$ cat src/text_line_normalizer_macros.svh
// Assertion helpers shared by the normalizer modules.
`ifndef TEXT_LINE_NORMALIZER_MACROS_SVH
`define TEXT_LINE_NORMALIZER_MACROS_SVH

// Same-cycle implication, held off while reset is high.
`define TLN_ASSERT_IMPLY(label, clk, rst, ante, cons, msg) \
  label: assert property (@(posedge clk) disable iff (rst) (ante) |-> (cons)) \
    else $error(msg);

// Next-cycle implication, held off while reset is high.
`define TLN_ASSERT_NEXT(label, clk, rst, ante, cons, msg) \
  label: assert property (@(posedge clk) disable iff (rst) (ante) |=> (cons)) \
    else $error(msg);

`endif

$ cat src/tln_pkg.sv
`default_nettype none

package tln_pkg;

  // Fixed field and state widths
  localparam int BYTE_W  = 8;
  localparam int COL_W   = 10;
  localparam int LIMIT_W = 9;

  // Character codes
  localparam logic [BYTE_W-1:0] CHAR_DEL   = 8'h7F;
  localparam logic [BYTE_W-1:0] CHAR_SUB   = 8'h1A;
  localparam logic [BYTE_W-1:0] CHAR_SPACE = 8'h20;
  localparam logic [BYTE_W-1:0] CHAR_TAB   = 8'h09;
  localparam logic [BYTE_W-1:0] CHAR_CR    = 8'h0D;
  localparam logic [BYTE_W-1:0] CHAR_LF    = 8'h0A;
  localparam logic [BYTE_W-1:0] CHAR_NUL   = 8'h00;

  // Result kinds
  localparam logic KIND_CHAR = 1'b0;
  localparam logic KIND_EOL  = 1'b1;

  // Register index taken from paddr[2]
  localparam logic REG_LINE_LIMIT = 1'b0;

  // Class of the held input byte
  typedef enum logic [2:0] {
    CLS_PRINT = 3'd0,
    CLS_TAB   = 3'd1,
    CLS_CR    = 3'd2,
    CLS_LF    = 3'd3,
    CLS_SUB   = 3'd4,
    CLS_CTRL  = 3'd5
  } byte_cls_t;

  // Source of an emitted character
  typedef enum logic [1:0] {
    SEL_NONE  = 2'd0,
    SEL_IN    = 2'd1,
    SEL_DEL   = 2'd2,
    SEL_SPACE = 2'd3
  } byte_sel_t;

  // Controller to datapath
  typedef struct packed {
    logic      load;
    logic      emit;
    logic      eol;
    byte_sel_t sel;
    logic      last;
    logic      col_inc;
    logic      col_clr;
    logic      cr_set;
    logic      cr_clr;
    logic      z_set;
    logic      z_clr;
  } cmd_t;

  // Datapath to controller
  typedef struct packed {
    logic      eof;
    byte_cls_t cls;
    logic      cr_pend;
    logic      z_pend;
    logic      reach;
    logic      tab_end;
    logic      col_nz;
    logic      out_free;
  } status_t;

endpackage

`default_nettype wire

$ cat src/tln_dp.sv
`default_nettype none
`include "text_line_normalizer_macros.svh"

module tln_dp #(
  parameter int TAB_STOP = 4,
  parameter int MAX_LINE = 512
) (
  input  logic                         clk,
  input  logic                         rst,
  input  tln_pkg::cmd_t                cmd,
  output tln_pkg::status_t             sts,
  input  logic [tln_pkg::BYTE_W-1:0]   in_byte,
  input  logic                         in_eof,
  input  logic                         cfg_we,
  input  logic [tln_pkg::LIMIT_W-1:0]  cfg_wdata,
  output logic [tln_pkg::LIMIT_W-1:0]  line_limit,
  output logic                         m_tvalid,
  input  logic                         m_tready,
  output logic [tln_pkg::BYTE_W-1:0]   m_tdata,
  output logic                         m_tuser,
  output logic                         m_tlast
);
  import tln_pkg::*;

  localparam int PH_W = (TAB_STOP > 1) ? $clog2(TAB_STOP) : 1;
  localparam logic [PH_W-1:0] PH_LAST = PH_W'(TAB_STOP - 1);
  localparam logic [LIMIT_W-1:0] LIMIT_RST = LIMIT_W'(MAX_LINE - 2);

  logic [BYTE_W-1:0]  byte_q;
  logic               eof_q;
  logic [COL_W-1:0]   col;
  logic [COL_W-1:0]   col_inc;
  logic [PH_W-1:0]    phase;
  logic               cr_pend;
  logic               z_pend;
  logic [BYTE_W-1:0]  out_byte;
  byte_cls_t          cls;

  // Hold the accepted item
  always_ff @(posedge clk) begin
    if (cmd.load) begin
      byte_q <= in_byte;
      eof_q  <= in_eof;
    end
  end

  // Line limit register
  always_ff @(posedge clk) begin
    if (rst) begin
      line_limit <= LIMIT_RST;
    end else if (cfg_we) begin
      line_limit <= cfg_wdata;
    end
  end

  // Classify the held byte
  always_comb begin
    if (byte_q >= CHAR_SPACE)   cls = CLS_PRINT;
    else if (byte_q == CHAR_TAB) cls = CLS_TAB;
    else if (byte_q == CHAR_CR)  cls = CLS_CR;
    else if (byte_q == CHAR_LF)  cls = CLS_LF;
    else if (byte_q == CHAR_SUB) cls = CLS_SUB;
    else                         cls = CLS_CTRL;
  end

  assign col_inc = col + COL_W'(1);

  // Column and position within the tab stop
  always_ff @(posedge clk) begin
    if (rst) begin
      col   <= '0;
      phase <= '0;
    end else if (cmd.col_clr) begin
      col   <= '0;
      phase <= '0;
    end else if (cmd.col_inc) begin
      col   <= col_inc;
      phase <= (phase == PH_LAST) ? '0 : PH_W'(phase + 1'b1);
    end
  end

  // Pending CR and ^Z flags; a set wins over a clear
  always_ff @(posedge clk) begin
    if (rst) begin
      cr_pend <= 1'b0;
      z_pend  <= 1'b0;
    end else begin
      if (cmd.cr_set)      cr_pend <= 1'b1;
      else if (cmd.cr_clr) cr_pend <= 1'b0;
      if (cmd.z_set)       z_pend  <= 1'b1;
      else if (cmd.z_clr)  z_pend  <= 1'b0;
    end
  end

  // Pick the emitted byte
  always_comb begin
    unique case (cmd.sel)
      SEL_IN:    out_byte = byte_q;
      SEL_DEL:   out_byte = CHAR_DEL;
      SEL_SPACE: out_byte = CHAR_SPACE;
      default:   out_byte = CHAR_NUL;
    endcase
  end

  // Output register
  always_ff @(posedge clk) begin
    if (rst) begin
      m_tvalid <= 1'b0;
    end else if (cmd.emit) begin
      m_tvalid <= 1'b1;
    end else if (m_tready) begin
      m_tvalid <= 1'b0;
    end
  end

  always_ff @(posedge clk) begin
    if (cmd.emit) begin
      m_tdata <= out_byte;
      m_tuser <= cmd.eol ? KIND_EOL : KIND_CHAR;
      m_tlast <= cmd.last;
    end
  end

  // Status to the controller
  always_comb begin
    sts.eof      = eof_q;
    sts.cls      = cls;
    sts.cr_pend  = cr_pend;
    sts.z_pend   = z_pend;
    sts.reach    = col_inc >= {{(COL_W-LIMIT_W){1'b0}}, line_limit};
    sts.tab_end  = phase == PH_LAST;
    sts.col_nz   = col != '0;
    sts.out_free = !m_tvalid || m_tready;
  end

  `TLN_ASSERT_NEXT(a_col_clear, clk, rst, cmd.col_clr, (col == '0) && (phase == '0), "column not cleared")
  `TLN_ASSERT_IMPLY(a_flags_excl, clk, rst, cr_pend, !z_pend, "CR and ^Z pending together")
  `TLN_ASSERT_NEXT(a_emit_shows, clk, rst, cmd.emit, m_tvalid, "emitted item not presented")

endmodule

`default_nettype wire

$ cat src/tln_ctrl.sv
`default_nettype none
`include "text_line_normalizer_macros.svh"

module tln_ctrl (
  input  logic             clk,
  input  logic             rst,
  input  logic             s_tvalid,
  output logic             s_tready,
  input  tln_pkg::status_t sts,
  output tln_pkg::cmd_t    cmd
);
  import tln_pkg::*;

  typedef enum logic [5:0] {
    ST_IDLE   = 6'b000001,
    ST_START  = 6'b000010,
    ST_ZEOL   = 6'b000100,
    ST_MAIN   = 6'b001000,
    ST_TAB    = 6'b010000,
    ST_LIMEOL = 6'b100000
  } state_t;

  state_t state;
  state_t state_next;
  logic   main;

  assign s_tready = state == ST_IDLE;

  always_ff @(posedge clk) begin
    if (rst) begin
      state <= ST_IDLE;
    end else begin
      state <= state_next;
    end
  end

  // Sequence the results of one item
  always_comb begin
    cmd        = '0;
    cmd.sel    = SEL_NONE;
    state_next = state;
    main       = 1'b0;

    unique case (state)
      ST_IDLE: begin
        if (s_tvalid) begin
          cmd.load   = 1'b1;
          state_next = ST_START;
        end
      end
      ST_START: begin
        if (sts.out_free) begin
          if (sts.eof) begin
            // end of text: close an open line, drop everything pending
            cmd.col_clr = 1'b1;
            cmd.cr_clr  = 1'b1;
            cmd.z_clr   = 1'b1;
            if (sts.z_pend || sts.col_nz) begin
              cmd.emit = 1'b1;
              cmd.eol  = 1'b1;
              cmd.last = 1'b1;
            end
            state_next = ST_IDLE;
          end else if (sts.cr_pend && sts.cls == CLS_LF) begin
            // LF after CR: swallow
            cmd.cr_clr = 1'b1;
            state_next = ST_IDLE;
          end else if (sts.z_pend) begin
            // ^Z not at end of text: show it first
            cmd.cr_clr  = 1'b1;
            cmd.z_clr   = 1'b1;
            cmd.emit    = 1'b1;
            cmd.sel     = SEL_DEL;
            cmd.col_inc = 1'b1;
            cmd.last    = !sts.reach && sts.cls == CLS_SUB;
            state_next  = sts.reach ? ST_ZEOL : ST_MAIN;
          end else begin
            cmd.cr_clr = 1'b1;
            main       = 1'b1;
          end
        end
      end
      ST_ZEOL: begin
        if (sts.out_free) begin
          cmd.emit    = 1'b1;
          cmd.eol     = 1'b1;
          cmd.col_clr = 1'b1;
          cmd.last    = sts.cls == CLS_SUB;
          state_next  = ST_MAIN;
        end
      end
      ST_MAIN, ST_TAB: begin
        if (sts.out_free) begin
          main = 1'b1;
        end
      end
      ST_LIMEOL: begin
        if (sts.out_free) begin
          cmd.emit    = 1'b1;
          cmd.eol     = 1'b1;
          cmd.col_clr = 1'b1;
          cmd.last    = 1'b1;
          state_next  = ST_IDLE;
        end
      end
      default: state_next = ST_IDLE;
    endcase

    // Handle the byte itself
    if (main) begin
      unique case (sts.cls)
        CLS_PRINT, CLS_CTRL: begin
          cmd.emit    = 1'b1;
          cmd.sel     = (sts.cls == CLS_PRINT) ? SEL_IN : SEL_DEL;
          cmd.col_inc = 1'b1;
          cmd.last    = !sts.reach;
          state_next  = sts.reach ? ST_LIMEOL : ST_IDLE;
        end
        CLS_TAB: begin
          cmd.emit    = 1'b1;
          cmd.sel     = SEL_SPACE;
          cmd.col_inc = 1'b1;
          if (sts.tab_end) begin
            cmd.last   = !sts.reach;
            state_next = sts.reach ? ST_LIMEOL : ST_IDLE;
          end else begin
            state_next = ST_TAB;
          end
        end
        CLS_CR, CLS_LF: begin
          cmd.emit    = 1'b1;
          cmd.eol     = 1'b1;
          cmd.col_clr = 1'b1;
          cmd.last    = 1'b1;
          cmd.cr_set  = sts.cls == CLS_CR;
          state_next  = ST_IDLE;
        end
        CLS_SUB: begin
          // defer: dropped at end of text, shown otherwise
          cmd.z_set  = 1'b1;
          state_next = ST_IDLE;
        end
        default: state_next = ST_IDLE;
      endcase
    end
  end

  `TLN_ASSERT_IMPLY(a_emit_free, clk, rst, cmd.emit, sts.out_free, "emit into a full output register")
  `TLN_ASSERT_IMPLY(a_idle_quiet, clk, rst, state == ST_IDLE, !cmd.emit, "emit while idle")

endmodule

`default_nettype wire

$ cat src/text_line_normalizer.sv
// Channel   Dir  Handshake          Payload
// s_*       in   tvalid/tready      tdata[7:0] in_byte, tlast end_of_file
// m_*       out  tvalid/tready      tdata[7:0] out_byte, tuser kind, tlast last
// apb       in   psel/penable/pwrite line_limit at byte address 0
//
// An item is taken only while idle; the controller then issues its results
// in turn: up to 2 for a plain byte, up to TAB_STOP + 1 for a tab, and up
// to two more when a ^Z is shown first, before it takes the next item.
// The output register holds one result; while it is full and m_tready is
// low the controller waits in place. rst is synchronous and sets line_limit
// to MAX_LINE-2 and clears the column and pending CR and ^Z flags.
`default_nettype none

module text_line_normalizer #(
  parameter int TAB_STOP = 4,
  parameter int MAX_LINE = 512
) (
  input  logic        clk,
  input  logic        rst,
  input  logic        s_tvalid,
  output logic        s_tready,
  input  logic [7:0]  s_tdata,   // [7:0] in_byte
  input  logic        s_tlast,   // end_of_file
  output logic        m_tvalid,
  input  logic        m_tready,
  output logic [7:0]  m_tdata,   // [7:0] out_byte
  output logic        m_tuser,   // [0] kind
  output logic        m_tlast,   // last
  input  logic        psel,
  input  logic        penable,
  input  logic        pwrite,
  input  logic [2:0]  paddr,
  input  logic [31:0] pwdata,
  output logic [31:0] prdata,
  output logic        pready
);
  import tln_pkg::*;

  cmd_t               cmd;
  status_t            sts;
  logic               cfg_we;
  logic [LIMIT_W-1:0] line_limit;

  // Register decode
  assign pready = 1'b1;
  assign cfg_we = psel && penable && pwrite && (paddr[2] == REG_LINE_LIMIT);
  assign prdata = (paddr[2] == REG_LINE_LIMIT) ? {{(32-LIMIT_W){1'b0}}, line_limit} : '0;

  tln_ctrl u_ctrl (
    .clk      (clk),
    .rst      (rst),
    .s_tvalid (s_tvalid),
    .s_tready (s_tready),
    .sts      (sts),
    .cmd      (cmd)
  );

  tln_dp #(
    .TAB_STOP (TAB_STOP),
    .MAX_LINE (MAX_LINE)
  ) u_dp (
    .clk        (clk),
    .rst        (rst),
    .cmd        (cmd),
    .sts        (sts),
    .in_byte    (s_tdata),
    .in_eof     (s_tlast),
    .cfg_we     (cfg_we),
    .cfg_wdata  (pwdata[LIMIT_W-1:0]),
    .line_limit (line_limit),
    .m_tvalid   (m_tvalid),
    .m_tready   (m_tready),
    .m_tdata    (m_tdata),
    .m_tuser    (m_tuser),
    .m_tlast    (m_tlast)
  );

endmodule

`default_nettype wire

$ cat config.mk
export PLATFORM = sky130hd
export DESIGN_NAME = text_line_normalizer
export DESIGN_NICKNAME = d
export VERILOG_FILES = /design/src/tln_pkg.sv /design/src/tln_dp.sv /design/src/tln_ctrl.sv /design/src/text_line_normalizer.sv
export VERILOG_INCLUDE_DIRS = /design/src /design/src/src
export SDC_FILE = /design/constraint.sdc
export NUM_CORES = 1
export LEC_CHECK = 0
export ABC_CLOCK_PERIOD_IN_PS = 2700
export BUFFER_PORTS_ARGS = -buffer_cell sky130_fd_sc_hd__buf_2
export CAP_MARGIN = 20
export CORE_AREA = 2 2 116 62
export DETAILED_ROUTE_END_ITERATION = 16
export DIE_AREA = 0 0 118 64
export MAX_ROUTING_LAYER = met4
export PLACE_DENSITY = 0.75
export SLEW_MARGIN = 5
export SYNTH_ARGS = -nofsm -noshare
export SYNTH_HDL_FRONTEND = slang
export SYNTH_SLANG_ARGS = --single-unit
$ cat constraint.sdc
create_clock -name clk -period 2.7 [get_ports clk]
set_input_delay 0.135 -clock clk [delete_from_list [all_inputs] [get_ports clk]]
set_output_delay 0.135 -clock clk [all_outputs]
set_load 0.05 [all_outputs]
# Word-level counts from Yosys, hierarchy flattened
# Index checks and enable logic that the tools add are counted.
[word_totals]
regBits = 49
inputBits = 51
out_inout_bits = 45
word_cells = 135
[op_classes]
n_addsub = 2
n_lt_le_gt_ge = 2
n_eq_ne = 25
muxes = 71
bitwise = 1
reduce_logical = 22
[op_table]
columns = ["cell", "n"]
rows = [
  ["6-bit 2-to-1 mux", 10],
  ["1-bit 2-to-1 mux", 35],
  ["6-bit case mux with 5 select lines", 1],
  ["8-bit by 4-bit equality test with 1-bit output (second input constant)", 3],
  ["8-bit case mux with 3 select lines", 1],
  ["2-bit 2-to-1 mux", 7],
  ["3-bit 2-to-1 mux", 4],
  ["4-bit 2-to-1 mux", 3],
  ["3-bit by 2-bit != test with 1-bit output (second input constant)", 4],
  ["6-bit case mux with 2 select lines", 1],
  ["10-bit by 1-bit adder with 10-bit output (second input constant)", 1],
  ["10-bit by 9-bit greater-or-equal comparator with 1-bit output", 1],
  ["10-bit nonzero test", 1],
  ["2-bit OR reduction", 5],
  ["9-bit 2-to-1 mux", 1],
  ["8-bit by 5-bit equality test with 1-bit output (second input constant)", 1],
  ["8-bit by 6-bit greater-or-equal comparator with 1-bit output (second input constant)", 1],
  ["8-bit 2-to-1 mux", 1],
  ["2-bit case mux with 2 select lines", 2],
  ["7-bit 2-to-1 mux", 1],
  ["2-bit equality test (second input constant)", 3],
  ["3-bit by 2-bit equality test with 1-bit output (second input constant)", 2],
  ["3-bit equality test (second input constant)", 2],
  ["6-bit by 1-bit equality test with 1-bit output (second input constant)", 1],
  ["other kinds (21)", 31],
]

# Longest topological paths before layout
# Gate-level depths: netlist of the first run.
[depth]
word_depth = 18
depth_mapped = 11
ltp_nobuf = 11

# Modules after synthesis
# From an unflattened synthesis of the first run, not the netlist that was laid out.
[unflattened]
cells_unflattened = 336
area_unflattened_um2 = 3084.2
[modules_own_cells]
columns = ["mod", "instances", "cells_per_inst", "area_each_um2", "seq_area_each_um2"]
rows = [
  ["tln_dp", 1, 194, 2075.7, 1051.0],
  ["tln_ctrl", 1, 106, 732.0, 120.1],
  ["text_line_normalizer", 1, 36, 276.5, 0.0],
]

# Worst setup path after synthesis of the first run
# No wires, ideal clock.
[synth_path]
path_kind = "register to register"
from = "register u_dp.col[2]"
to = "register u_dp.m_tlast, data pin"
setup_ps = 163
arrival_time_ps = 2463
t_required_ps = 2537
setup_slack_ps = 75
stages_incl_launch_ff = 11
path_buffers = 0
synth_period_minus_slack_ps = 2625
cell_sequence = "dfxtp_1 nand3_1 or2_2 xnor2_1 ha_1 o21a_1 o2111ai_1 a21oi_1 or4_4 o21a_1 o221ai_1"
[synth_lines]
columns = ["item", "line", "source"]
rows = [
  ["start: declaration", "tln_dp.sv:31", "logic [COL_W-1:0] col;"],
  ["start signal: assignment", "tln_dp.sv:77", "col <= col_inc;"],
  ["end signal: assignment", "tln_dp.sv:120", "m_tlast <= cmd.last;"],
  ["end: declaration", "tln_dp.sv:21", "output logic m_tlast"],
]

# Worst setup path in the final report of the first run
[layout_path]
from = "register u_dp.col[0]"
to = "register u_ctrl.state[3]"
[layout_via]
elab_chain_len = 9
[layout_lines]
columns = ["item", "line", "source"]
rows = [
  ["10-bit by 1-bit adder with 10-bit output", "tln_dp.sv:66", "assign col_inc = col + COL_W'(1);"],
  ["named net u_dp.col_inc[5]", "tln_dp.sv:32", "logic [COL_W-1:0] col_inc;"],
  ["10-bit by 9-bit greater-or-equal comparator with 1-bit output", "tln_dp.sv:130", "sts.reach = col_inc >= {{(COL_W-LIMIT_W){1'b0}}, line_limit};"],
  ["4-bit 2-to-1 mux", "tln_ctrl.sv:76", "state_next = sts.reach ? ST_ZEOL : ST_MAIN;"],
  ["6-bit 2-to-1 mux", "tln_ctrl.sv:68", "end else if (sts.z_pend) begin"],
  ["6-bit 2-to-1 mux", "tln_ctrl.sv:64", "end else if (sts.cr_pend && sts.cls == CLS_LF) begin"],
  ["6-bit 2-to-1 mux", "tln_ctrl.sv:53", "if (sts.eof) begin"],
  ["6-bit 2-to-1 mux", "tln_ctrl.sv:52", "if (sts.out_free) begin"],
  ["6-bit case mux with 5 select lines", "tln_ctrl.sv:44", "unique case (state)"],
  ["6-bit 2-to-1 mux", "tln_ctrl.sv:110", "if (main) begin"],
  ["end signal: assignment", "tln_ctrl.sv:33", "state <= state_next;"],
  ["end: declaration", "tln_ctrl.sv:23", "state_t state;"],
]
# The timed path passes the listed nets, and every way through them passes these cells. The select of a mux whose other input is x is not followed.
# A chain may end at the register's enable or synchronous reset.

==> impl_metrics.tcl, run 1 <==
set metrics [dict create \
    status "finished, violations left" \
    violations "negative setup slack" \
    synth_edf_count 19 \
    row_count 21 \
    synth_cells 316 \
    clock_latency_ns 0.29 \
    firstDrtPassIters 5 \
    drt_iter0_drc 221 \
    syn2layout_area_growth_pct 21.3 \
    tritoncts.num_buffers 5 \
    die_h_um 64 \
    fin_crit_sh_pct 101 \
    p_comb_share_pct 16.5 \
    cts_buffer_depth 2 \
    route.detailed.drc 0 \
    h-tree-depth 2 \
    placed_cells 459 \
    finClkSkew_ns 0.00292 \
    max_cap_viol_count 0 \
    grt_start_max_net_pins 21 \
    synthTopCellsByArea "dfxtp_1 (21%), edfxtp_1 (20%), buf_4 (6.5%), nor2_1 (6.4%), ha_1 (5.2%)" \
    total_leakage_power_nw 1.53 \
    synth_flop_cell "dfxtp_1" \
    power_frac_seq_pct 47.8 \
    dp.final_hpwl_um 4940 \
    p_sw_w 0.000510 \
    cts.sinks 49 \
    finalPower_w 0.00172 \
    layout.nets 437 \
    fmax_ghz 0.367 \
    synthesis.area_sq_um 2890 \
    synth_top_area_cell "dfxtp_1" \
    nFillCells 590 \
    gp_congestion 0.938 \
    seq_area_sq_um 1180 \
    insertedDiodeCount 0 \
    overflow 0 \
    avgSynthCellArea_sq_um 9.14 \
    clk_transition_reported_paths_ns 0.06 \
    die_area_sq_um 7550 \
    ys_warn_count 0 \
    avgViaCountPerCell 5.21 \
    wl_per_cell_um 14.3 \
    grt_pass1_vias 2122 \
    clockPowerShare_pct 35.7 \
    switching_share_pct 29.7 \
    internal-power_w 0.00121 \
    antenna_found_initial 0 \
    hold_depth 1 \
    cts_hold_buf 0 \
    slew_viol_final 0 \
    routed_wl_um 6670 \
    grt_pass1_wl_um 10600 \
    hold_class "input pin to register" \
    crit_type "register to register" \
    ys_seq_elements 49 \
    die_x_um 118 \
    root_buffer "clkbuf_16" \
    critPathRequiredTime_ns 2.94 \
    tritoncts "done" \
    rsz0062_at_grt "true" \
    seq_area_frac_synth_pct 40.5 \
    powerDensity_nw_per_um2 490 \
    multi_input_area_sq_um 1630 \
    vias 2432 \
    cp.arrival_ns 2.96 \
    start_util_pct 44.5 \
    cp-start-kind "register" \
    max-vdd-ir-drop_uv 287 \
    portBuffers 46 \
    ios 96 \
    period_minus_slack_ns 2.72 \
    tightest_slew_ns 0.594 \
    hold_viol_final 0 \
    yosysUniqueCellTypes 56 \
    grt_usage_pct 18.1 \
    instances_no_fill 467 \
    cp_max_fo 4 \
    synth_top_area_share_pct 20.8 \
    synthArstFlopShare_pct 0 \
    finalWorstSetupSlack_ns -0.0213 \
    reg2reg_depth 11 \
    drive_gt1_share_pct 27.5 \
    postRouteAntennaNets 0 \
    core_area_sq_um 6490 \
    setup_viol 1 \
    crit_path_end_kind "register" \
    slew_headroom_pct 60.4 \
    final_util_pct 54.0 \
]
power groups by stage:
stage               sequential, W  clock (W)  combinational, W
finish                   0.000821   0.000613          0.000284
global route             0.000822   0.000664          0.000302
CTS                      0.000821   0.000631          0.000278
detailed placement       0.000838          0          0.000275
global placement         0.000836          0          0.000271
floorplan                0.000836          0          0.000245
worst max-delay path, stage by stage, from the launching register on:
cell	delay, ns
dfxtp_4	0.39
nand3_4	0.08
or2_4	0.29
xnor2_2	0.14
ha_1	0.28
o21a_1	0.12
o2111ai_2	0.21
a21oi_2	0.05
or4_4	0.55
buf_6	0.14
o21ai_0	0.23
a22o_1	0.18
layer usage:
metal,track usage (%),vias to the layer above,wire (um)
met5,-,-,0
met1,26.5,1150,3260
met2,24.8,102,2870
met3,4.91,6,493
met4,3.31,0,40
li1,-,1174,-
path summary, 6_finish.rpt:
| kind | startpoint | end | slack (ns) |
|---|---|---|---|
| max | u_dp.col[0]$_SDFFE_PP0P_ | u_ctrl.state[3]$_SDFFE_PP0P_ | -0.02 |
| min | s_tdata[5] | u_dp.byte_q[5]$_DFFE_PP_ | 0.02 |
| min reg2reg | u_dp.line_limit[0]$_SDFFE_PP0P_ | u_dp.line_limit[0]$_SDFFE_PP0P_ | 0.50 |
| max reg2reg | u_dp.col[0]$_SDFFE_PP0P_ | u_ctrl.state[3]$_SDFFE_PP0P_ | -0.02 |
synth_stat cells, drive strengths merged (2+ instances only):
cell type  number
nand4b          2
nor3            8
nor4            4
conb            2
or2             2
nor4b           3
xor2            7
a22o            2
mux2i           2
and4            3
nand2          17
edfxtp         19
buf            29
a22oi           2
o2111ai         3
nor3b           3
a211o           8
a211oi          3
nor2           49
nand2b          7
clkbuf          5
inv            18
ha             12
and2            3
a31oi           3
nor2b           7
o21a            3
a21oi          11
dfxtp          30
a21o            2
xnor2          12
o21ai           9
nand3          11
cell families (layout without fill, tap and decap cells):
logic type | count (synthesis) | after routing | synth area share [%]
compound gates | 55 | 55 | 14.2
xor+xnor | 19 | 19 | 5.76
fa+ha+maj | 12 | 12 | 5.20
buf+inv | 52 | 89 | 10.6
flops | 49 | 49 | 40.5
mux | 2 | 2 | 0.693
other cells | 2 | 24 | 0.260
simple gates | 125 | 125 | 22.7
through the flow:
stage / hold WS, ns / setup WS, ns / cell area [sq um] / TNS, ns
after global placement: 0.313 / -0.0420 / 3210 / -0.0552
after CTS: 0.0130 / 0.0187 / 3420 / 0
after floorplan: 0.234 / 0.0748 / 2970 / 0
final: 0.0168 / -0.0213 / 3500 / -0.0213
after global routing: 0.00965 / -0.0867 / 3500 / -0.273
after detailed placement: 0.314 / -0.124 / 3210 / -0.363
final cells by class:
class / count / share of cell area [%]
clock inverters: 2 / 0.429
flip-flops and latches: 49 / 33.8
multi-input cells: 237 / 46.5
inverters: 18 / 1.93
clock buffers: 6 / 3.68
well taps: 92 / 3.29
repair buffers: 63 / 10.3
registers in the layout, summed over array words and instances (netlist names), 2 cells and up:
register	cells
u_dp.phase	2
u_ctrl.state	6
u_dp.col	10
u_dp.line_limit	9
u_dp.byte_q	8
u_dp.m_tdata	8
placed cells by master, fill, tap and decap left out, types with 3 or more instances in the layout:
| cell | n |
|---|---|
| nor3_1 | 7 |
| o21a_1 | 3 |
| xnor2_1 | 9 |
| nand3_4 | 3 |
| nand2b_1 | 7 |
| clkbuf_16 | 5 |
| nor4b_1 | 3 |
| nor2b_1 | 7 |
| dfxtp_4 | 3 |
| nor2_1 | 47 |
| conb_1 | 24 |
| xor2_1 | 7 |
| inv_1 | 18 |
| edfxtp_1 | 19 |
| nand3_1 | 8 |
| xnor2_2 | 3 |
| nand2_1 | 16 |
| ha_1 | 9 |
| a21oi_1 | 10 |
| a211oi_1 | 3 |
| a31oi_1 | 3 |
| o21ai_0 | 8 |
| dfxtp_1 | 25 |
| buf_4 | 16 |
| buf_2 | 46 |
| a211o_1 | 8 |
| nor4_1 | 4 |
| and4_1 | 3 |
timing repair:
action	CTS	global route
pin swaps	3	11
buffers inserted	0	0
setup endpoints to repair	5	4
resized for setup	16	19
(Power assumes the default switching activity.)
==> run 2: changes to the inputs <==
ABC_AREA = 1   (was default)
CORE_AREA = 2 2 119 63   (was 2 2 116 62)
DIE_AREA = 0 0 121 65   (was 0 0 118 64)
PLACE_DENSITY = 0.76   (was 0.75)
==> impl_metrics.tcl, run 2 <==
set metrics [dict create \
    seq_area_frac_synth_pct 37.6 \
    rsz0062_at_grt "false" \
    postRouteAntennaNets 0 \
    synth_common_cells "nand2_1 (81), inv_1 (64), nor2_1 (57)" \
    top_register "u_dp.col" \
    powerDensity_nw_per_um2 498 \
    crit_type "register to register" \
    grt_pass1_vias 2283 \
    core_area_sq_um 6960 \
    place_ws_ns 0.317 \
    die_area_sq_um 7870 \
    cp.arrival_ns 2.48 \
    total_leakage_power_nw 1.77 \
    finalWorstSetupSlack_ns 0.256 \
    slew_headroom_pct 63.0 \
    cts.sinks 49 \
    drive_gt1_share_pct 19.4 \
    ios 96 \
    most-common-layout-cells "nand2_1 (81), inv_1 (64), nor2_1 (56)" \
    largest_reg_flops 10 \
    reg_top3 "u_dp.col: 10 flops, u_dp.line_limit: 9 flops" \
    max_cap_viol_count 0 \
    multi_input_area_sq_um 1550 \
    row_count 22 \
    grt_start_max_net_pins 19 \
    synth_edf_count 19 \
    yosysMostFrequentCell "nand2_1" \
    cp_max_fo 5 \
    place_area_sq_um 3340 \
    h-tree-depth 2 \
    wl_per_cell_um 12.4 \
    hold_viol_final 0 \
    seq_area_sq_um 1170 \
    ys_seq_elements 49 \
    cts_buffer_depth 2 \
    die_h_um 65 \
    grt_usage_pct 18.3 \
    synthArstFlopShare_pct 0 \
    hold_class "input pin to register" \
    fin_crit_sh_pct 90.5 \
    slew_viol_final 0 \
    status "finished clean" \
    fin_area_sq_um 3490 \
    crit_path_end_kind "register" \
    tightest_slew_ns 0.551 \
    portBuffers 46 \
    drt_iter0_drc 187 \
    synth_flop_cell "dfxtp_1" \
    tritoncts.num_buffers 5 \
    nFillCells 654 \
    avgViaCountPerCell 4.79 \
    synthesis.area_sq_um 3120 \
    cp-start-kind "register" \
    syn2layout_area_growth_pct 11.8 \
    critPathRequiredTime_ns 2.73 \
    start_util_pct 44.8 \
    ys_warn_count 0 \
    antenna_found_initial 0 \
    route.detailed.drc 0 \
    layout.nets 516 \
    clock_latency_ns 0.29 \
    final_common_cell "nand2_1" \
    avgSynthCellArea_sq_um 7.64 \
    synth_top_area_share_pct 19.3 \
    synth_cells 408 \
    grt_pass1_wl_um 10900 \
    routed_wl_um 6810 \
    tritoncts "done" \
    cts_hold_buf 0 \
    post_cts_resized 0 \
    clk_transition_reported_paths_ns 0.06 \
    finClkSkew_ns 0.00664 \
    die_x_um 121 \
    fmax_ghz 0.409 \
    insertedDiodeCount 0 \
    vias 2636 \
    setup_viol 0 \
    tns_ns 0 \
    overflow 0 \
    firstDrtPassIters 6 \
    dp.final_hpwl_um 5290 \
    period_minus_slack_ns 2.44 \
    gp_congestion 0.922 \
    yosysUniqueCellTypes 41 \
    max-vdd-ir-drop_uv 294 \
    root_buffer "clkbuf_16" \
    cts_setup_buffers 0 \
    synth_top_area_cell "dfxtp_1" \
    synthTopCellsByArea "dfxtp_1 (19%), edfxtp_1 (18%), nand2_1 (9.8%), inv_1 (7.7%), nor2_1 (6.9%)" \
]
-- run 2: layer usage --
| metal | wire [um] | track usage, % | up-vias |
|---|---|---|---|
| met5 | 0 | - | - |
| met4 | 93 | 4.36 | 0 |
| met3 | 549 | 4.23 | 13 |
| met2 | 2750 | 26.0 | 96 |
| met1 | 3420 | 26.2 | 1186 |
| li1 | - | - | 1341 |
-- run 2: path summary, 6_finish.rpt --
path | startpoint | end | slack [ns] | cells past startpoint
hold reg to reg | u_dp.phase[1]$_SDFFE_PP0P_ | u_dp.phase[1]$_SDFFE_PP0P_ | 0.49 | 2
setup reg to reg | u_dp.col[2]$_SDFFE_PP0P_ | u_dp.m_tlast$_DFFE_PP_ | 0.26 | 15
setup / recovery | u_dp.col[2]$_SDFFE_PP0P_ | u_dp.m_tlast$_DFFE_PP_ | 0.26 | 15
hold / removal | s_tdata[3] | u_dp.byte_q[3]$_DFFE_PP_ | 0.02 | 1
-- run 2: kinds of logic (layout without fill, tap and decap cells) --
| group | count (synthesis) | in the layout | synth area share (%) |
|---|---|---|---|
| flip-flops | 49 | 49 | 37.6 |
| buffers and inverters | 101 | 125 | 15.5 |
| other | 2 | 24 | 0.241 |
| AND/OR/NAND/NOR | 205 | 205 | 33.7 |
| XOR/XNOR | 3 | 3 | 0.843 |
| AO/OA/AOI/OAI | 36 | 36 | 7.30 |
| adder cells (fa/ha/maj) | 12 | 12 | 4.82 |
-- run 2: final cells by class --
| type | count | share of cell area, % |
|---|---|---|
| Clock buffer | 8 | 4.20 |
| Sequential cell | 49 | 33.6 |
| Inverter | 70 | 7.53 |
| Multi-Input combinational cell | 280 | 44.4 |
| Tap cell | 96 | 3.44 |
| Timing Repair Buffer | 47 | 6.82 |
-- run 2: through the flow --
stage / instances / total power [W] / hold slack, ns / util (%)
after global placement: 542 / 0.00112 / 0.315 / 47.9
after global routing: 550 / 0.00180 / 0.00881 / 50.1
after floorplan: 430 / 0.00109 / 0.234 / -
after detailed placement: 542 / 0.00113 / 0.314 / 47.9
after CTS: 550 / 0.00174 / 0.0157 / 50.0
final: 550 / 0.00174 / 0.0163 / 50.1
-- run 2: where the power goes --
part	switching (W)	leakage (nW)	internal, W	total (W)
clock network	0.000253	0.0712	0.000369	0.000622
registers	0.0000204	0.422	0.000798	0.000818
logic	0.000230	1.28	0.0000641	0.000295
-- run 2: critical path, cell delays in order, from the launching register on --
cell and delay [ns]:
dfxtp_1 0.41, nand3_1 0.17, nor2_2 0.23, nand2_1 0.10, xor2_1 0.17, inv_1 0.06
ha_1 0.30, nand2_1 0.07, inv_1 0.05, nand2_1 0.04, nand2_1 0.06, nand2_1 0.08
nand2_1 0.11, nor3_1 0.06, a21oi_1 0.17, nand2_1 0.08
